<file path="src/rtl/ipv6_text_address_parser_core_defines.svh">
// ----------------------------------------------------------------------------
// IPv6 text address parser assertion macros
// Concurrent check macros, compiled out when SYNTH is defined.
// ----------------------------------------------------------------------------
`ifndef IPV6_TEXT_ADDRESS_PARSER_CORE_DEFINES_SVH
`define IPV6_TEXT_ADDRESS_PARSER_CORE_DEFINES_SVH

`ifndef SYNTH
// Same-cycle implication check
`define IPV6P_ASSERT_IMP(name, clk, rst, ante, cons, msg) \
  name: assert property (@(posedge clk) disable iff (rst) (ante) |-> (cons)) \
    else $error(msg);
// Next-cycle implication check
`define IPV6P_ASSERT_NXT(name, clk, rst, ante, cons, msg) \
  name: assert property (@(posedge clk) disable iff (rst) (ante) |=> (cons)) \
    else $error(msg);
`else
`define IPV6P_ASSERT_IMP(name, clk, rst, ante, cons, msg)
`define IPV6P_ASSERT_NXT(name, clk, rst, ante, cons, msg)
`endif

`endif

</file>
<file path="src/rtl/ipv6p_pkg.sv">
// ----------------------------------------------------------------------------
// IPv6 text address parser package
// Shared widths, character codes and limits.
// ----------------------------------------------------------------------------
package ipv6p_pkg;

  localparam int NUM_GROUPS  = 8;
  localparam int NUM_OCTETS  = 4;
  localparam int GROUP_IDX_W = 3;

  typedef logic [7:0]  char_t;
  typedef logic [15:0] group_t;
  typedef logic [8:0]  octet_t;

  localparam char_t CHAR_COLON = 8'h3a;
  localparam char_t CHAR_DOT   = 8'h2e;
  localparam char_t CHAR_ZERO  = 8'h30;
  localparam char_t CHAR_NINE  = 8'h39;
  localparam char_t CHAR_LC_A  = 8'h61;
  localparam char_t CHAR_LC_F  = 8'h66;
  localparam char_t CHAR_UC_A  = 8'h41;
  localparam char_t CHAR_UC_F  = 8'h46;

  localparam logic [2:0] MAX_DIGITS  = 3'd4;
  localparam logic [2:0] OVER_DIGITS = 3'd5;
  localparam logic [3:0] GROUPS_FULL = 4'd8;
  localparam logic [2:0] OCTET_LAST  = 3'd3;
  localparam logic [2:0] OCTET_PAST  = 3'd4;
  localparam octet_t     OCTET_SAT   = 9'd256;
  localparam group_t     MAPPED_MARK = 16'hffff;

endpackage

</file>
<file path="src/rtl/ipv6p_char_if.sv">
// ----------------------------------------------------------------------------
// IPv6 parser character channel
// One text character per word, with a last-character flag.
// ----------------------------------------------------------------------------
interface ipv6p_char_if import ipv6p_pkg::*; ();
  logic  valid;
  logic  ready;
  char_t char_code;
  logic  is_last;

  modport source (output valid, output char_code, output is_last, input ready);
  modport sink   (input valid, input char_code, input is_last, output ready);
endinterface

</file>
<file path="src/rtl/ipv6p_addr_if.sv">
// ----------------------------------------------------------------------------
// IPv6 parser address channel
// One parsed address per word: flags and eight 16-bit groups.
// ----------------------------------------------------------------------------
interface ipv6p_addr_if import ipv6p_pkg::*; ();
  logic   valid;
  logic   ready;
  logic   addr_valid;
  logic   from_ipv4;
  group_t group_0;
  group_t group_1;
  group_t group_2;
  group_t group_3;
  group_t group_4;
  group_t group_5;
  group_t group_6;
  group_t group_7;

  modport source (output valid, output addr_valid, output from_ipv4,
                  output group_0, output group_1, output group_2, output group_3,
                  output group_4, output group_5, output group_6, output group_7,
                  input ready);
  modport sink   (input valid, input addr_valid, input from_ipv4,
                  input group_0, input group_1, input group_2, input group_3,
                  input group_4, input group_5, input group_6, input group_7,
                  output ready);
endinterface

</file>
<file path="src/rtl/ipv6_text_address_parser_core.sv">
// ----------------------------------------------------------------------------
// IPv6 text address parser core: the last accepted character sets text_done and the
// address word enters the output register once it is free. Throughput one character
// per cycle, set by the per-character state update, unless a finished text waits to leave.
// Synchronous active-high reset clears the parse control state and the output valid.
// ----------------------------------------------------------------------------
`include "ipv6_text_address_parser_core_defines.svh"

module ipv6_text_address_parser_core import ipv6p_pkg::*; (
  input  logic         clk,
  input  logic         rst,
  ipv6p_char_if.sink   chars,
  ipv6p_addr_if.source addr
);

  // Parse state
  group_t     head [NUM_GROUPS];
  group_t     tail [NUM_GROUPS];
  logic [3:0] groups_done;
  logic [3:0] gap_position;
  logic       gap_seen;
  logic [1:0] colon_run;
  logic [2:0] digit_count;
  group_t     group_accum;
  logic [1:0] chars_seen;
  logic       starts_with_colon;
  logic       v6_error;
  octet_t     octet_values [NUM_OCTETS];
  logic [2:0] octet_index;
  logic       octet_has_digit;
  logic       v4_possible;
  logic       text_done;

  // Base state: cleared when the previous text is being handed off
  logic [3:0] b_groups_done;
  logic [3:0] b_gap_position;
  logic       b_gap_seen;
  logic [1:0] b_colon_run;
  logic [2:0] b_digit_count;
  group_t     b_group_accum;
  logic [1:0] b_chars_seen;
  logic       b_starts_with_colon;
  logic       b_v6_error;
  octet_t     b_octet_values [NUM_OCTETS];
  logic [2:0] b_octet_index;
  logic       b_octet_has_digit;
  logic       b_v4_possible;

  // Next state
  logic [3:0] groups_done_next;
  logic [3:0] gap_position_next;
  logic       gap_seen_next;
  logic [1:0] colon_run_next;
  logic [2:0] digit_count_next;
  group_t     group_accum_next;
  logic [1:0] chars_seen_next;
  logic       starts_with_colon_next;
  logic       v6_error_next;
  octet_t     octet_values_next [NUM_OCTETS];
  logic [2:0] octet_index_next;
  logic       octet_has_digit_next;
  logic       v4_possible_next;

  logic       push_req;
  group_t     push_val;
  logic       wr_head;
  logic       wr_tail;

  logic       in_acc;
  logic       can_out;
  logic       done_go;

  logic       is_colon;
  logic       is_dot;
  logic       is_dec;
  logic       hex_ok;
  logic [3:0] hex_val;
  logic [12:0] octet_prod [NUM_OCTETS];

  logic       v4_take;
  logic       v4_ok;
  logic       v6_ok;
  logic       res_valid;
  group_t     res_group [NUM_GROUPS];

  // Handshake: a finished text leaves when the output register is free
  assign can_out     = !addr.valid || addr.ready;
  assign done_go     = text_done && can_out;
  assign chars.ready = !text_done || can_out;
  assign in_acc      = chars.valid && chars.ready;

  // Character classes
  always_comb begin
    is_colon = (chars.char_code == CHAR_COLON);
    is_dot   = (chars.char_code == CHAR_DOT);
    is_dec   = (chars.char_code >= CHAR_ZERO) && (chars.char_code <= CHAR_NINE);
    hex_ok   = 1'b0;
    hex_val  = chars.char_code[3:0];
    if (is_dec) begin
      hex_ok = 1'b1;
    end else if (((chars.char_code >= CHAR_LC_A) && (chars.char_code <= CHAR_LC_F)) ||
                 ((chars.char_code >= CHAR_UC_A) && (chars.char_code <= CHAR_UC_F))) begin
      hex_ok  = 1'b1;
      hex_val = chars.char_code[3:0] + 4'd9;
    end
  end

  // Start a new text from cleared state while the previous one drains
  always_comb begin
    b_groups_done       = text_done ? '0 : groups_done;
    b_gap_position      = text_done ? '0 : gap_position;
    b_gap_seen          = text_done ? 1'b0 : gap_seen;
    b_colon_run         = text_done ? '0 : colon_run;
    b_digit_count       = text_done ? '0 : digit_count;
    b_group_accum       = text_done ? '0 : group_accum;
    b_chars_seen        = text_done ? '0 : chars_seen;
    b_starts_with_colon = text_done ? 1'b0 : starts_with_colon;
    b_v6_error          = text_done ? 1'b0 : v6_error;
    b_octet_index       = text_done ? '0 : octet_index;
    b_octet_has_digit   = text_done ? 1'b0 : octet_has_digit;
    b_v4_possible       = text_done ? 1'b1 : v4_possible;
    for (int k = 0; k < NUM_OCTETS; k++) begin
      b_octet_values[k] = text_done ? '0 : octet_values[k];
    end
  end

  // IPv6 group tracking for one character
  always_comb begin
    groups_done_next       = b_groups_done;
    gap_position_next      = b_gap_position;
    gap_seen_next          = b_gap_seen;
    colon_run_next         = b_colon_run;
    digit_count_next       = b_digit_count;
    group_accum_next       = b_group_accum;
    starts_with_colon_next = b_starts_with_colon;
    v6_error_next          = b_v6_error;
    push_req               = 1'b0;
    wr_head                = 1'b0;
    wr_tail                = 1'b0;

    if ((b_chars_seen == 2'd0) && is_colon) starts_with_colon_next = 1'b1;
    if ((b_chars_seen == 2'd1) && b_starts_with_colon && !is_colon) v6_error_next = 1'b1;

    if (is_colon) begin
      if (b_colon_run >= 2'd2) begin
        v6_error_next  = 1'b1;
        colon_run_next = 2'd3;
      end else if (b_colon_run == 2'd1) begin
        colon_run_next    = 2'd2;
        if (b_gap_seen) v6_error_next = 1'b1;
        gap_seen_next     = 1'b1;
        gap_position_next = b_groups_done;
      end else begin
        colon_run_next = 2'd1;
        push_req       = (b_digit_count != 3'd0);
      end
      digit_count_next = '0;
      group_accum_next = '0;
    end else if (hex_ok) begin
      colon_run_next = '0;
      if (b_digit_count >= MAX_DIGITS) begin
        v6_error_next    = 1'b1;
        digit_count_next = OVER_DIGITS;
      end else begin
        digit_count_next = b_digit_count + 3'd1;
      end
      group_accum_next = {b_group_accum[11:0], hex_val};
    end else begin
      v6_error_next = 1'b1;
    end

    // Close the open group and reject a trailing single colon
    if (chars.is_last) begin
      if (digit_count_next != 3'd0) push_req = 1'b1;
      if (is_colon && (colon_run_next == 2'd1)) v6_error_next = 1'b1;
    end

    push_val = is_colon ? b_group_accum : group_accum_next;
    if (push_req) begin
      if (b_groups_done >= GROUPS_FULL) begin
        v6_error_next = 1'b1;
      end else begin
        groups_done_next = b_groups_done + 4'd1;
        wr_head          = !gap_seen_next;
        wr_tail          = gap_seen_next;
      end
    end

    chars_seen_next = (b_chars_seen == 2'd2) ? b_chars_seen : b_chars_seen + 2'd1;
  end

  // Dotted quad tracking for one character
  always_comb begin
    octet_index_next     = b_octet_index;
    octet_has_digit_next = b_octet_has_digit;
    v4_possible_next     = b_v4_possible;
    for (int k = 0; k < NUM_OCTETS; k++) begin
      octet_prod[k] = {1'b0, b_octet_values[k], 3'b000} +
                      {3'b000, b_octet_values[k], 1'b0} +
                      {9'd0, chars.char_code[3:0]};
      octet_values_next[k] = b_octet_values[k];
    end
    if (is_dot) begin
      if (!b_octet_has_digit || (b_octet_index >= OCTET_LAST)) begin
        v4_possible_next = 1'b0;
        octet_index_next = OCTET_PAST;
      end else begin
        octet_index_next = b_octet_index + 3'd1;
      end
      octet_has_digit_next = 1'b0;
    end else if (is_dec) begin
      for (int k = 0; k < NUM_OCTETS; k++) begin
        if (b_octet_index == 3'(k)) begin
          octet_values_next[k] = (octet_prod[k] > 13'(OCTET_SAT)) ? OCTET_SAT
                                                                  : octet_prod[k][8:0];
        end
      end
      octet_has_digit_next = 1'b1;
    end else begin
      v4_possible_next = 1'b0;
    end
  end

  // Advance control state on each accepted word, clear after hand-off
  always_ff @(posedge clk) begin
    if (rst) begin
      groups_done       <= '0;
      gap_position      <= '0;
      gap_seen          <= 1'b0;
      colon_run         <= '0;
      digit_count       <= '0;
      group_accum       <= '0;
      chars_seen        <= '0;
      starts_with_colon <= 1'b0;
      v6_error          <= 1'b0;
      octet_index       <= '0;
      octet_has_digit   <= 1'b0;
      v4_possible       <= 1'b1;
      text_done         <= 1'b0;
      for (int k = 0; k < NUM_OCTETS; k++) octet_values[k] <= '0;
    end else if (in_acc) begin
      groups_done       <= groups_done_next;
      gap_position      <= gap_position_next;
      gap_seen          <= gap_seen_next;
      colon_run         <= colon_run_next;
      digit_count       <= digit_count_next;
      group_accum       <= group_accum_next;
      chars_seen        <= chars_seen_next;
      starts_with_colon <= starts_with_colon_next;
      v6_error          <= v6_error_next;
      octet_index       <= octet_index_next;
      octet_has_digit   <= octet_has_digit_next;
      v4_possible       <= v4_possible_next;
      text_done         <= chars.is_last;
      for (int k = 0; k < NUM_OCTETS; k++) octet_values[k] <= octet_values_next[k];
    end else if (done_go) begin
      groups_done       <= '0;
      gap_position      <= '0;
      gap_seen          <= 1'b0;
      colon_run         <= '0;
      digit_count       <= '0;
      group_accum       <= '0;
      chars_seen        <= '0;
      starts_with_colon <= 1'b0;
      v6_error          <= 1'b0;
      octet_index       <= '0;
      octet_has_digit   <= 1'b0;
      v4_possible       <= 1'b1;
      text_done         <= 1'b0;
      for (int k = 0; k < NUM_OCTETS; k++) octet_values[k] <= '0;
    end
  end

  // Store groups: before the gap by position, after the gap right-aligned
  always_ff @(posedge clk) begin
    if (in_acc && wr_head) begin
      head[b_groups_done[GROUP_IDX_W-1:0]] <= push_val;
    end
    if (in_acc && wr_tail) begin
      for (int k = 0; k < NUM_GROUPS - 1; k++) tail[k] <= tail[k+1];
      tail[NUM_GROUPS-1] <= push_val;
    end
  end

  // Assemble the finished address
  always_comb begin
    v4_take = v4_possible && octet_has_digit && (octet_index == OCTET_LAST);
    v4_ok   = 1'b1;
    for (int k = 0; k < NUM_OCTETS; k++) begin
      if (octet_values[k][8]) v4_ok = 1'b0;
    end
    v6_ok = !v6_error && (gap_seen ? (groups_done < GROUPS_FULL)
                                   : (groups_done == GROUPS_FULL));
    res_valid = v4_take ? v4_ok : v6_ok;
    for (int i = 0; i < NUM_GROUPS; i++) begin
      res_group[i] = '0;
      if (!res_valid) begin
        res_group[i] = '0;
      end else if (v4_take) begin
        if (i == NUM_GROUPS - 3) res_group[i] = MAPPED_MARK;
        if (i == NUM_GROUPS - 2) res_group[i] = {octet_values[0][7:0], octet_values[1][7:0]};
        if (i == NUM_GROUPS - 1) res_group[i] = {octet_values[2][7:0], octet_values[3][7:0]};
      end else if (!gap_seen || ({1'b0, gap_position} > 5'(i))) begin
        res_group[i] = head[i];
      end else if (({1'b0, groups_done} + 5'(i)) >=
                   (5'(NUM_GROUPS) + {1'b0, gap_position})) begin
        res_group[i] = tail[i];
      end
    end
  end

  // Output register
  always_ff @(posedge clk) begin
    if (rst) begin
      addr.valid <= 1'b0;
    end else if (done_go) begin
      addr.valid <= 1'b1;
    end else if (addr.ready) begin
      addr.valid <= 1'b0;
    end
  end

  always_ff @(posedge clk) begin
    if (done_go) begin
      addr.addr_valid <= res_valid;
      addr.from_ipv4  <= res_valid && v4_take;
      addr.group_0    <= res_group[0];
      addr.group_1    <= res_group[1];
      addr.group_2    <= res_group[2];
      addr.group_3    <= res_group[3];
      addr.group_4    <= res_group[4];
      addr.group_5    <= res_group[5];
      addr.group_6    <= res_group[6];
      addr.group_7    <= res_group[7];
    end
  end

  // Checks
  `IPV6P_ASSERT_IMP(a_invalid_zero, clk, rst, addr.valid && !addr.addr_valid, !addr.from_ipv4 && (addr.group_0 == 16'd0) && (addr.group_3 == 16'd0) && (addr.group_7 == 16'd0), "invalid address word carries data")
  `IPV6P_ASSERT_IMP(a_mapped_form, clk, rst, addr.valid && addr.from_ipv4, addr.addr_valid && (addr.group_5 == MAPPED_MARK) && (addr.group_0 == 16'd0), "mapped address malformed")
  `IPV6P_ASSERT_NXT(a_last_closes, clk, rst, chars.valid && chars.ready && chars.is_last, text_done, "last character did not close the text")
  `IPV6P_ASSERT_IMP(a_group_bound, clk, rst, 1'b1, groups_done <= GROUPS_FULL, "group count overflow")

endmodule

</file>
<file path="src/flat_wrapper.sv">
// flat-port wrapper written by rule: the top's interface ports become plain ports
module ipv6_text_address_parser_core_flat import ipv6p_pkg::*;
  (clk, rst, chars_valid, chars_char_code, chars_is_last, chars_ready, addr_valid, addr_addr_valid, addr_from_ipv4, addr_group_0, addr_group_1, addr_group_2, addr_group_3, addr_group_4, addr_group_5, addr_group_6, addr_group_7, addr_ready);
  ipv6p_char_if chars_i ();
  ipv6p_addr_if addr_i ();
  input  logic clk;
  input  logic rst;
  input wire logic [$bits(chars_i.valid)-1:0] chars_valid;
  input wire logic [$bits(chars_i.char_code)-1:0] chars_char_code;
  input wire logic [$bits(chars_i.is_last)-1:0] chars_is_last;
  output wire logic [$bits(chars_i.ready)-1:0] chars_ready;
  output wire logic [$bits(addr_i.valid)-1:0] addr_valid;
  output wire logic [$bits(addr_i.addr_valid)-1:0] addr_addr_valid;
  output wire logic [$bits(addr_i.from_ipv4)-1:0] addr_from_ipv4;
  output wire logic [$bits(addr_i.group_0)-1:0] addr_group_0;
  output wire logic [$bits(addr_i.group_1)-1:0] addr_group_1;
  output wire logic [$bits(addr_i.group_2)-1:0] addr_group_2;
  output wire logic [$bits(addr_i.group_3)-1:0] addr_group_3;
  output wire logic [$bits(addr_i.group_4)-1:0] addr_group_4;
  output wire logic [$bits(addr_i.group_5)-1:0] addr_group_5;
  output wire logic [$bits(addr_i.group_6)-1:0] addr_group_6;
  output wire logic [$bits(addr_i.group_7)-1:0] addr_group_7;
  input wire logic [$bits(addr_i.ready)-1:0] addr_ready;
  assign chars_i.valid = chars_valid;
  assign chars_i.char_code = chars_char_code;
  assign chars_i.is_last = chars_is_last;
  assign chars_ready = chars_i.ready;
  assign addr_valid = addr_i.valid;
  assign addr_addr_valid = addr_i.addr_valid;
  assign addr_from_ipv4 = addr_i.from_ipv4;
  assign addr_group_0 = addr_i.group_0;
  assign addr_group_1 = addr_i.group_1;
  assign addr_group_2 = addr_i.group_2;
  assign addr_group_3 = addr_i.group_3;
  assign addr_group_4 = addr_i.group_4;
  assign addr_group_5 = addr_i.group_5;
  assign addr_group_6 = addr_i.group_6;
  assign addr_group_7 = addr_i.group_7;
  assign addr_i.ready = addr_ready;
  ipv6_text_address_parser_core u_core (.clk(clk), .rst(rst), .chars(chars_i), .addr(addr_i));
endmodule
</file>
<file path="config.mk">
export PLATFORM = sky130hd
export DESIGN_NAME = ipv6_text_address_parser_core_flat
export DESIGN_NICKNAME = d
export VERILOG_FILES = /design/src/rtl/ipv6p_pkg.sv /design/src/rtl/ipv6p_char_if.sv /design/src/rtl/ipv6p_addr_if.sv /design/src/rtl/ipv6_text_address_parser_core.sv /design/src/flat_wrapper.sv
export VERILOG_INCLUDE_DIRS = /design/src /design/src/rtl
export SDC_FILE = /design/constraint.sdc
export NUM_CORES = 1
export LEC_CHECK = 0
export ABC_AREA = 1
export ABC_CLOCK_PERIOD_IN_PS = 37000
export BUFFER_PORTS_ARGS = -buffer_cell sky130_fd_sc_hd__buf_2
export CAP_MARGIN = 25
export CORE_AREA = 2 2 167 235
export CTS_BUF_LIST = sky130_fd_sc_hd__clkbuf_8
export DETAILED_ROUTE_END_ITERATION = 16
export DIE_AREA = 0 0 169 237
export GPL_TIMING_DRIVEN = 0
export PLACE_DENSITY = 0.86
export SYNTH_ARGS = -nofsm -noshare
export SYNTH_HDL_FRONTEND = slang
export SYNTH_SLANG_ARGS = --single-unit
export TNS_END_PERCENT = 30
</file>
<file path="constraint.sdc">
create_clock -name clk -period 37 [get_ports clk]
set_clock_uncertainty 0.15 [all_clocks]
set_input_delay 5.55 -clock clk [delete_from_list [all_inputs] [get_ports clk]]
set_output_delay 5.55 -clock clk [all_outputs]
set_load 0.03 [all_outputs]
</file>
## Word level (Yosys, flattened, before mapping)

Memories as Yosys holds them, arrays and structs flattened.
Index checks and enable logic that the tools add are counted.

| operators by class | value |
|---|---|
| $add $sub $neg | 21 |
| $lt $le $gt $ge | 31 |
| eq/ne operators | 11 |
| muxes and demuxes | 144 |
| bitwise gates (word level) | 9 |
| reduce and logical (&&, ||, !) cells | 41 |

Operators by type and width:

| operator | number |
|---|---|
| $mux W16 | 25 |
| $mux W9 | 20 |
| $mux W36 | 2 |
| $mux W1 | 65 |
| $add A12 B10 Y13 | 4 |
| $add A13 B4 Y13 | 4 |
| $gt A13 B9 Y1 const B | 4 |
| $mux W4 | 12 |
| $ge A5 B5 Y1 | 7 |
| $mux W3 | 10 |
| $add A4 B3 Y5 const B | 4 |
| $mux W2 | 10 |
| $eq A8 B6 Y1 const B | 2 |
| $ge A8 B7 Y1 const B | 2 |
| $gt A4 B3 Y1 const B | 4 |
| $le A8 B7 Y1 const B | 2 |
| $logic_and A1 B1 Y1 | 15 |
| $logic_or A1 B1 Y1 | 12 |
| $add A4 B2 Y5 const B | 2 |
| $eq A3 B2 Y1 const B | 3 |
| $ge A8 B6 Y1 const B | 1 |
| $gt A4 B1 Y1 const B | 2 |
| $gt A4 B2 Y1 const B | 2 |
| $le A8 B6 Y1 const B | 1 |
| 24 further kinds | 42 |

| word-level totals | value |
|---|---|
| register bits | 171 |
| bits in writable memories | 292 |
| input port bits | 13 |
| output and inout port bits | 132 |
| memories | 3 |

Memory list:

| name | depth | width | read ports | clocked after Yosys merged registers in | wr ports | RTL line | RTL |
|---|---|---|---|---|---|---|---|
| u_core.head | 8 | 16 | 8 | 0 | 1 | ipv6_text_address_parser_core.sv:17 | `group_t head [NUM_GROUPS];` |
| u_core.tail | 8 | 16 | 8 | 0 | 8 | ipv6_text_address_parser_core.sv:18 | `group_t tail [NUM_GROUPS];` |
| u_core.octet_values | 4 | 9 | 4 | 0 | 4 | ipv6_text_address_parser_core.sv:28 | `octet_t octet_values [NUM_OCTETS];` |

## Depth between registers and ports, before layout

Gate-level depths: netlist of the first run.

| depth | value |
|---|---|
| depth after elaboration | 14 |
| mapped depth | 24 |
| gate-level depth less buffers | 22 |

## Least setup slack after synthesis of the first run

OpenSTA, ideal clock, no wires.

| path | value |
|---|---|
| path type | in2reg |
| from | in chars_char_code[1] |
| to | mem u_core.tail[0][0] (netlist bit) (enable) |
| arrival | 15.391 ns |
| setup slack | 20.686 ns |
| stages on the path | 15 |
| buffers on the path | 1 |
| path through | inv_1 > ha_1 > nand2_1 > nand2_1 > nand2_1 > nand2_1 > nand2_1 > buf_2 > nand3_1 > nand3_1 > nand3_1 > nand2_2 > nand2_4 > nand2_2 > nor3_1 |

RTL lines:

| element | RTL line | RTL |
|---|---|---|
| start: declaration | flat_wrapper.sv:9 | `input wire logic [$bits(chars_i.char_code)-1:0] chars_char_code;` |
| end: declaration | ipv6_text_address_parser_core.sv:18 |  |

## Worst setup path in the final report of the first run

| path | value |
|---|---|
| from | in addr_ready |
| to | out chars_ready |

| between the ends | value |
|---|---|
| longest elaborated chain between the ends | 2 |

Ends and longest elaborated chain:

| element | RTL line | RTL |
|---|---|---|
| start: declaration | flat_wrapper.sv:23 | `input wire logic [$bits(addr_i.ready)-1:0] addr_ready;` |
| $logic_or A1 B1 Y1 | ipv6_text_address_parser_core.sv:87 | `assign can_out = !addr.valid \|\| addr.ready;` |
| $logic_or A1 B1 Y1 | ipv6_text_address_parser_core.sv:89 | `assign chars.ready = !text_done \|\| can_out;` |
| end: declaration | flat_wrapper.sv:11 | `output wire logic [$bits(chars_i.ready)-1:0] chars_ready;` |

No other way between the ends.

==> results.yml, run 1 <==
global_route:
  gr-total-overflow: 0
  grt_pass1_vias: 18100
  grt_antenna_before_repair: 3
  grt_pass1_wl_um: 96100
  track_usage_pct: 31.1
  grt_max_degree: 38
final_layout:
  drive_above_1_share_pct: 13.5
  layout_common_cells: "nand2_1 (443), edfxtp_1 (404), inv_1 (222)"
  layout_commonest_cell: "nand2_1"
  finish.utilization_pct: 67.2
  area_growth_pct: 13.3
  nets: 2610
sta:
  max_slew_margin_pct: 34.2
  rsz0062_at_grt: "false"
  tightest_slew_ps: 986
  finalSetupTns_ps: 0
  max_freq_mhz: 82.1
  setup_viol: 0
  period_needed_ps: 12190
  fin_crit_sh_pct: 32.9
  final-hold-violation-count: 0
  drv_slew: 0
worst_setup_path:
  r2r-start: "u_core.text_done$_SDFFE_PP0P_"
  required_ps: 31300
  startpoint_type: "primary input"
  reg2reg_slack_ps: 31890
  crit_path_end_kind: "primary output"
  worstSetupPathType: "in2out"
  worst_ep_arrival_time_ps: 6490
  cp-startpoint: "addr_ready"
  worstPathMaxFanout: 4
floorplanning:
  core_mm2: 0.0381
  die_y_um: 237
  dieWidth_um: 169
  start_util_pct: 59.3
  fp.dieArea_mm2: 0.0401
  io_pins: 145
  placementRows: 85
hold_path:
  hold_class: "reg2reg"
  hp-start: "u_core.tail[0][62]$_DFFE_PP_"
clocking:
  cts.path.max_buffers: 3
  numCtsBuffers: 60
  cts_tree: "done"
  ctsRootBufferMaster: "clkbuf_8"
  cts.clk_slew.worst_paths_ps: 80
  clock_latency_ps: 640
  postCtsSetupBuffers: 0
  clkSinkCount: 463
  cts.repair.resized: 0
  hold_buffers: 0
  h-tree-depth: 2
pwr:
  ir_drop_v: 0.0000283
  leakagePower_nw: 10.3
  p_per_area_mw_per_mm2: 41.3
logic_synthesis:
  ys_ff_latch: 463
  synthArstFlopShare_pct: 0
  ys_warn_count: 0
  syn_avg_cell_area_um2: 10.1
  synth_ff_type: "edfxtp_1"
  synth_edf_count: 404
  synth_area_mm2: 0.0226
  syn-num-nets: 2368
  yosysSeqAreaShare_pct: 59.0
  synth_cell_types: 50
  syn_inst: 2225
placement:
  portBuffers: 143
  gp_congestion: 0.961
  place_hpwl_um: 47300
detailed_routing:
  num_vias: 18100
  wl_per_cell_um: 21.1
  drt_drc_violations_left: 0
  wl_um: 63100
  via_per_inst: 6.04
  ant_nets: 0
  first_iter_violations: 1939
  drtPass1Iterations: 9
run:
  cap_violations: 0
outcome:
  status: "finished clean"
[power by group]
part	internal [mW]	switching, mW
registers	0.571	0.00354
clock network	0.209	0.194
logic	0.0218	0.0569
[cells by family (layout without fill, tap and decap cells)]
group | after synthesis | in the layout | share of synthesized area, %
AOI/OAI and AO/OA | 504 | 504 | 12.4
and+or+nand+nor | 787 | 787 | 14.8
xor gates and xnor gates | 24 | 24 | 0.931
buffers and inverters | 317 | 608 | 5.48
DFF | 463 | 463 | 59.0
other | 0 | 1 | 0
adders and majority gates | 130 | 130 | 7.40
[metrics by stage]
| stage | instance area, um2 | worst slack [ps] | instances | hold slack, ps | power [mW] |
|---|---|---|---|---|---|
| 5_1_grt | 25600 | 24770 | 2994 | 292 | 1.08 |
| 2_1_floorplan | 22600 | 20690 | 2225 | 277 | 0.636 |
| 4_1_cts | 25500 | 24810 | 2991 | 290 | 1.05 |
| 3_5_place_dp | 24300 | 24820 | 2880 | 282 | 0.662 |
| 3_3_place_gp | 23900 | 16140 | 2846 | 279 | 0.658 |
| 6_report | 25600 | 24810 | 2995 | 292 | 1.06 |
[sequential cells by signal (all words and copies together) (netlist names), 16 cells and up]
register,count
u_core.head,128
u_core.tail,128
u_core.octet_values,36
u_core.addr.group_0,16
u_core.addr.group_1,16
u_core.addr.group_2,16
u_core.addr.group_3,16
u_core.addr.group_4,16
u_core.addr.group_5,16
u_core.addr.group_6,16
u_core.addr.group_7,16
u_core.group_accum,16
[cell usage after synthesis (all sizes together), types with 27 or more instances]
library cell	number	area share, %
a21oi	175	4.0
edfxtp	404	54
nand3	137	3.1
nor2	151	2.7
clkbuf	66	1.1
nand2	450	7.6
buf	27	0.65
dfxtp	59	5.2
inv	224	3.7
ha	124	6.9
a31oi	52	1.4
o21ai	202	4.5
[worst max-delay path, cell delays in order]
cell	delay (ps)
buf_2	100
nor2_1	390
nand2_1	220
buf_2	230
[final timing paths]
kind              cells past startpoint                                      end
hold reg to reg                       0             u_core.tail[0][46]$_DFFE_PP_
hold / removal                        0             u_core.tail[0][46]$_DFFE_PP_
setup reg to reg                     17  u_core.octet_values[1][8]$_SDFFCE_PP0P_
setup / recovery                      4                              chars_ready
[layer usage]
| metal | up-vias | wire, um | GRT usage, % |
|---|---|---|---|
| li1 | 8284 | - | - |
| met1 | 8452 | 20900 | 33.1 |
| met2 | 1078 | 32500 | 56.0 |
| met3 | 285 | 4890 | 5.00 |
| met4 | 0 | 4720 | 21.8 |
| met5 | - | 0 | 0 |
[cell type report]
class | count | area [um2]
buffer | 93 | 395
inverter | 224 | 841
timing repair buffer | 180 | 1100
clock buffer | 63 | 867
antenna | 1 | 2.50
multi-input combinational | 1445 | 8040
tap | 478 | 598
clock inverter | 48 | 408
sequential | 463 | 13300
fill | 2699 | 12500
No activity file was read; power rests on OpenSTA's default activity.
==> inputs of run 2 (changes only) <==
--- a/config.mk
+++ b/config.mk
@@ -7,7 +7,7 @@
 export NUM_CORES = 1
 export LEC_CHECK = 0
 export ABC_AREA = 1
-export ABC_CLOCK_PERIOD_IN_PS = 37000
+export ABC_CLOCK_PERIOD_IN_PS = 11800
 export BUFFER_PORTS_ARGS = -buffer_cell sky130_fd_sc_hd__buf_2
 export CAP_MARGIN = 25
 export CORE_AREA = 2 2 167 235
==> constraint.sdc (replaced) <==
create_clock -name clk -period 11.8 [get_ports clk]
set_clock_uncertainty 0.15 [all_clocks]
set_input_delay 1.77 -clock clk [delete_from_list [all_inputs] [get_ports clk]]
set_output_delay 1.77 -clock clk [all_outputs]
set_load 0.03 [all_outputs]
==> run 2 against run 1 <==
Against the previous run: critical endpoint is now u_core.tail[0][9]$_DFFE_PP_; routed wire length grew 2.6%; critical path depth grew 19; clock-buffer cell count down 3; highest routed layer unchanged; sequential power rose to 3.1 times the previous value; sequential share of layout area decreased by 0.27 points; worst setup slack got worse by 18000 ps; register-to-register slack worse by 25000 ps.
==> results.yml, run 2 (same netlist as run 1, synthesis figures left out) <==
outcome:
  status: "finished clean"
sta:
  drv_slew: 0
  setup_viol: 0
  hold_slack_ps: 295
  tightest_slew_ps: 1170
  final-hold-violation-count: 0
  fin_crit_sh_pct: 44.8
  rsz0062_at_grt: "false"
  max_slew_margin_pct: 21.3
  max_freq_mhz: 189
  period_needed_ps: 5290
  finalSetupTns_ps: 0
placement:
  gp_congestion: 0.945
  place_hpwl_um: 47500
  portBuffers: 143
  placed_area_mm2: 0.0243
clocking:
  cts_tree: "done"
  cts.repair.resized: 0
  hold_buffers: 0
  clock_latency_ps: 640
  h-tree-depth: 2
  postCtsSetupBuffers: 0
  clkSinkCount: 463
  numCtsBuffers: 59
  cts.clk_slew.worst_paths_ps: 80
  cts.path.max_buffers: 3
  ctsRootBufferMaster: "clkbuf_8"
pwr:
  power_frac_comb_pct: 7.3
  p_per_area_mw_per_mm2: 132
  p_sw_share_pct: 24.0
  switchingPower_uw: 818
  power.share.clock_pct: 39.8
  p_int_mw: 2.58
  seqPwrFrac_pct: 52.9
  ir_drop_v: 0.0000985
  leakagePower_nw: 10.3
global_route:
  grt_antenna_before_repair: 0
  track_usage_pct: 31.9
  gr-total-overflow: 0
  grt_max_degree: 37
  grt_pass1_wl_um: 97800
  grt_pass1_vias: 18000
floorplanning:
  fp.dieArea_mm2: 0.0401
  placementRows: 85
  dieWidth_um: 169
  die_y_um: 237
  core_mm2: 0.0381
  io_pins: 145
  start_util_pct: 59.3
detailed_routing:
  wl_per_cell_um: 21.7
  drtPass1Iterations: 6
  wl_um: 64800
  num_vias: 18400
  ant_nets: 0
  drt_drc_violations_left: 0
  first_iter_violations: 2093
  via_per_inst: 6.16
hold_path:
  hold_class: "reg2reg"
final_layout:
  area_growth_pct: 13.8
  multiInputGateArea_mm2: 0.00805
  design_area_mm2: 0.0257
  layout_common_cells: "nand2_1 (443), edfxtp_1 (404), inv_1 (218)"
  layout_commonest_cell: "nand2_1"
  n_antenna_cell: 0
  fillCellCount: 2707
  nets: 2605
  seq_area_mm2: 0.0133
  drive_above_1_share_pct: 13.5
run:
  cap_violations: 0
worst_setup_path:
  crit_path_end_kind: "register"
  worst_ep_arrival_time_ps: 5490
  required_ps: 12010
  worstSetupPathType: "in2reg"
  startpoint_type: "primary input"
  worstPathMaxFanout: 18
-- run 2: cell types whose count changed in the layout (fill, tap and decap cells not counted), moves of 2 or more --
cell / delta
buf_6: -10
clkinvlp_4: +9
clkinv_2: -6
bufinv_16: +4
inv_1: -4
buf_16: +3
buf_8: +3
clkbuf_8: -3
buf_2: -2
-- run 2: worst paths after layout --
kind                                               startpoint                                      end  slack (ps)  depth (start not counted)
worst max register to register  u_core.text_done$_SDFFE_PP0P_  u_core.octet_values[1][8]$_SDFFCE_PP0P_        6730                         17
worst min register to register   u_core.tail[1][31]$_DFFE_PP_             u_core.tail[1][15]$_DFFE_PP_         300                          0
worst min-delay path             u_core.tail[1][31]$_DFFE_PP_             u_core.tail[1][15]$_DFFE_PP_         300                          0
worst max-delay path                       chars_char_code[1]              u_core.tail[0][9]$_DFFE_PP_        6510                         23
-- run 2: layer usage --
layer	global-route usage, %	vias to the layer above	routed length (um)
met2	57.9	1264	33200
met4	22.7	0	5220
met5	0	-	0
met3	4.66	336	5520
li1	-	8270	-
met1	33.5	8555	20900
-- run 2: worst max-delay path, stage by stage --
cell     delay [ps]
buf_2           280
inv_1           210
ha_1            240
nand2_1          70
nand2_1          50
nand2_1          50
nand2_1          40
nand2_1         220
nand2_2         120
buf_6           170
nand2_1          60
nand3_1         100
nand3_1         120
nand2_2         100
nand2_4         120
nand2_2          90
nor3_4          520
buf_8           250
buf_16          180
buf_16          170
buf_16          170
buf_8           180
buf_8           180
-- run 2: final cells by class --
type,count,share of cell area (%)
Sequential cell,463,51.8
Tap cell,478,2.33
Multi-Input combinational cell,1445,31.3
Clock inverter,50,2.12
Inverter,224,3.27
Timing Repair Buffer,176,4.40
Clock buffer,60,3.21
Buffer,93,1.54
-- run 2: through the flow --
step	std cells	total power [mW]	util [%]	setup WS (ps)
global placement	2846	2.06	62.8	287
floorplan	2225	1.99	-	3220
CTS	2987	3.39	67.5	6590
finish	2989	3.40	67.5	6510
global route	2989	3.48	67.5	6340
detailed placement	2877	2.07	63.9	5910
-- run 2: power groups by stage --
stage	clock, mW	combinational (mW)	sequential (mW)
final	1.35	0.247	1.80
after global routing	1.41	0.268	1.80
after CTS	1.35	0.242	1.80
after detailed placement	0	0.239	1.84
after global placement	0	0.223	1.84
after floorplan	0	0.135	1.86
==> inputs of run 3 (changes only) <==
--- a/config.mk
+++ b/config.mk
@@ -6,14 +6,14 @@
 export SDC_FILE = /design/constraint.sdc
 export NUM_CORES = 1
 export LEC_CHECK = 0
-export ABC_AREA = 1
-export ABC_CLOCK_PERIOD_IN_PS = 11800
+export ABC_AREA = 0
+export ABC_CLOCK_PERIOD_IN_PS = 4300
 export BUFFER_PORTS_ARGS = -buffer_cell sky130_fd_sc_hd__buf_2
 export CAP_MARGIN = 25
-export CORE_AREA = 2 2 167 235
+export CORE_AREA = 2 2 166 234
 export CTS_BUF_LIST = sky130_fd_sc_hd__clkbuf_8
 export DETAILED_ROUTE_END_ITERATION = 16
-export DIE_AREA = 0 0 169 237
+export DIE_AREA = 0 0 168 236
 export GPL_TIMING_DRIVEN = 0
 export PLACE_DENSITY = 0.86
 export SYNTH_ARGS = -nofsm -noshare
==> constraint.sdc (replaced) <==
create_clock -name clk -period 4.3 [get_ports clk]
set_clock_uncertainty 0.15 [all_clocks]
set_input_delay 0.645 -clock clk [delete_from_list [all_inputs] [get_ports clk]]
set_output_delay 0.645 -clock clk [all_outputs]
set_load 0.03 [all_outputs]
==> run 3 against run 2 <==
Against the previous run: clock-buffer cell count increased by 10; routed wire length decreased by 13%; non-clock buffer count decreased by 24; sequential share of layout area increased by 3.0 points; combinational power increased by 94%; area after synthesis decreased by 6.1%; synthesized cell count decreased by 25%; design area decreased by 5.4%; flip-flop and latch count unchanged; register-to-register slack got worse by 6600 ps; critical path depth decreased by 10; clock power increased by 150%; critical path type is now reg2reg.
==> results.yml, run 3 <==
outcome:
  status: "finished clean"
final_layout:
  area_growth_pct: 14.7
  finish.utilization_pct: 64.4
  layout_common_cells: "edfxtp_1 (404), nand2_1 (155), buf_2 (155)"
  n_antenna_cell: 0
  fillCellCount: 2615
  nets: 2057
  drive_above_1_share_pct: 16.0
  layout_commonest_cell: "edfxtp_1"
worst_setup_path:
  required_ps: 4630
  cp-startpoint: "u_core.text_done$_SDFFE_PP0P_"
  worstPathMaxFanout: 10
  worst_ep_arrival_time_ps: 4450
  crit_path_end_kind: "register"
  r2r_cells: 13
  r2r-start: "u_core.text_done$_SDFFE_PP0P_"
  worstSetupPathType: "reg2reg"
  reg2reg_slack_ps: 170
  crit_end: "u_core.octet_values[2][5]$_SDFFCE_PN0P_"
  startpoint_type: "register"
  timing.rr.end: "u_core.octet_values[2][5]$_SDFFCE_PN0P_"
detailed_routing:
  first_iter_violations: 1493
  drtPass1Iterations: 7
  wl_um: 56300
  via_per_inst: 6.34
  num_vias: 15500
  ant_nets: 0
  drt_drc_violations_left: 0
  wl_per_cell_um: 23.0
sta:
  drv_slew: 0
  max_slew_margin_pct: 26.2
  setup_slack_ps: 175
  tightest_slew_ps: 1100
  max_freq_mhz: 242
  rsz0062_at_grt: "false"
  period_needed_ps: 4130
  fin_crit_sh_pct: 95.9
  final-hold-violation-count: 0
  setup_viol: 0
placement:
  place_hpwl_um: 41200
  dpl_worst_slack_ps: -1000
  portBuffers: 143
  gp_congestion: 0.986
pwr:
  leakagePower_nw: 9.11
  power_mw: 8.77
  p_per_area_mw_per_mm2: 361
  ir_drop_v: 0.000186
global_route:
  track_usage_pct: 28.2
  grt_antenna_before_repair: 0
  grt_max_degree: 102
  gr-total-overflow: 0
  grt_pass1_vias: 15900
  grt_pass1_wl_um: 86100
floorplanning:
  core_mm2: 0.0378
  die_y_um: 236
  io_pins: 145
  placementRows: 85
  start_util_pct: 56.2
  fp.dieArea_mm2: 0.0396
  dieWidth_um: 168
logic_synthesis:
  synth_most_common_cell: "edfxtp_1"
  syn-num-nets: 1821
  synthArstFlopShare_pct: 0
  synth_edf_count: 404
  ys_ff_latch: 463
  synth_ff_type: "edfxtp_1"
  ys_warn_count: 0
  yosysSeqAreaShare_pct: 62.8
  syn_avg_cell_area_um2: 12.6
  netlist.area_leader.share_pct: 57.2
  synth_area_mm2: 0.0212
  synth_cell_types: 76
  synth.area.top_cells: "edfxtp_1 (57%), ha_1 (7.3%), dfxtp_1 (5.6%), nand2_1 (2.7%), a22o_1 (2.4%)"
  synthTopCellsByCount: "edfxtp_1 (404), nand2_1 (155), ha_1 (124), o21ai_0 (98), nor2_1 (96)"
  syn_inst: 1678
  synth_top_area_cell: "edfxtp_1"
clocking:
  ctsRootBufferMaster: "clkbuf_8"
  numCtsBuffers: 66
  clock_latency_ps: 630
  h-tree-depth: 3
  clkSinkCount: 463
  cts_tree: "done"
  cts.path.max_buffers: 3
  cts.clk_slew.worst_paths_ps: 60
  hold_buffers: 0
run:
  cap_violations: 0
hold_path:
  hold_class: "in2reg"
  hp-start: "chars_valid"
[run 3: repair_timing]
| item | in CTS | in global routing |
|---|---|---|
| endpoints found under the setup margin | 37 | 50 |
| gates cloned | 0 | 0 |
| resized for setup | 14 | 12 |
| pin swaps | 0 | 1 |
| buffers inserted | 0 | 2 |
[run 3: metal layers]
metal  global-route usage (%)  wire [um]
met1                     29.7      19000
met2                     52.0      29500
met3                     4.92       4320
met4                     17.2       3500
met5                        0          0
[run 3: layout make-up]
type                    instances  area (um2)  share of cell area, %
flip-flops and latches        463       13300                   54.8
multi-input cells            1087        7530                   31.0
repair buffers                168        1040                   4.29
clock buffers                  70         963                   3.96
well taps                     478         598                   2.46
plain buffers                  77         353                   1.45
clock inverters                48         302                   1.24
inverters                      51         204                  0.839
[run 3: logic make-up (layout without fill, tap and decap cells)]
family / count (synthesis) / after routing / synth area share, %
simple gates: 468 / 468 / 10.8
flops: 463 / 463 / 62.8
compound gates: 458 / 458 / 14.8
fa+ha+maj: 130 / 130 / 7.88
buf+inv: 128 / 414 / 2.37
xor+xnor: 24 / 24 / 0.991
mux: 7 / 7 / 0.407
[run 3: stage by stage]
stage | instance area [um2] | setup TNS [ps] | std cells | hold slack [ps]
global route | 24300 | 0 | 2442 | 214
global placement | 22600 | -763110 | 2299 | 274
floorplan | 21300 | -155440 | 1678 | 270
detailed placement | 23000 | -33280 | 2320 | 278
CTS | 24200 | 0 | 2438 | 166
finish | 24300 | 0 | 2442 | 190
[run 3: worst max-delay path, stage by stage, from the launching register on]
cell	delay, ps
dfxtp_2	430
buf_6	190
buf_6	190
clkbuf_4	240
nor2b_2	80
fa_1	510
ha_1	320
a211oi_2	260
o21ai_1	130
o31a_1	240
or4_1	380
buf_2	170
or4_1	540
o21ai_1	130
[run 3: power by group]
part,switching [mW],internal (mW)
Sequential,0.0304,4.89
Combinational,0.331,0.147
Clock,1.62,1.75
[run 3: worst min-delay path by stage]
| stage | endpoint | slack (ps) | cells after the start |
|---|---|---|---|
| final | u_core.text_done$_SDFFE_PP0P_ | 190 | 3 |
| after global routing | u_core.text_done$_SDFFE_PP0P_ | 210 | 3 |
| after CTS | u_core.text_done$_SDFFE_PP0P_ | 170 | 3 |
| after detailed placement | u_core.tail[1][44]$_DFFE_PP_ | 280 | 0 |
| after global placement | u_core.tail[1][32]$_DFFE_PP_ | 270 | 0 |
| after floorplan | u_core.tail[1][32]$_DFFE_PP_ | 270 | 0 |
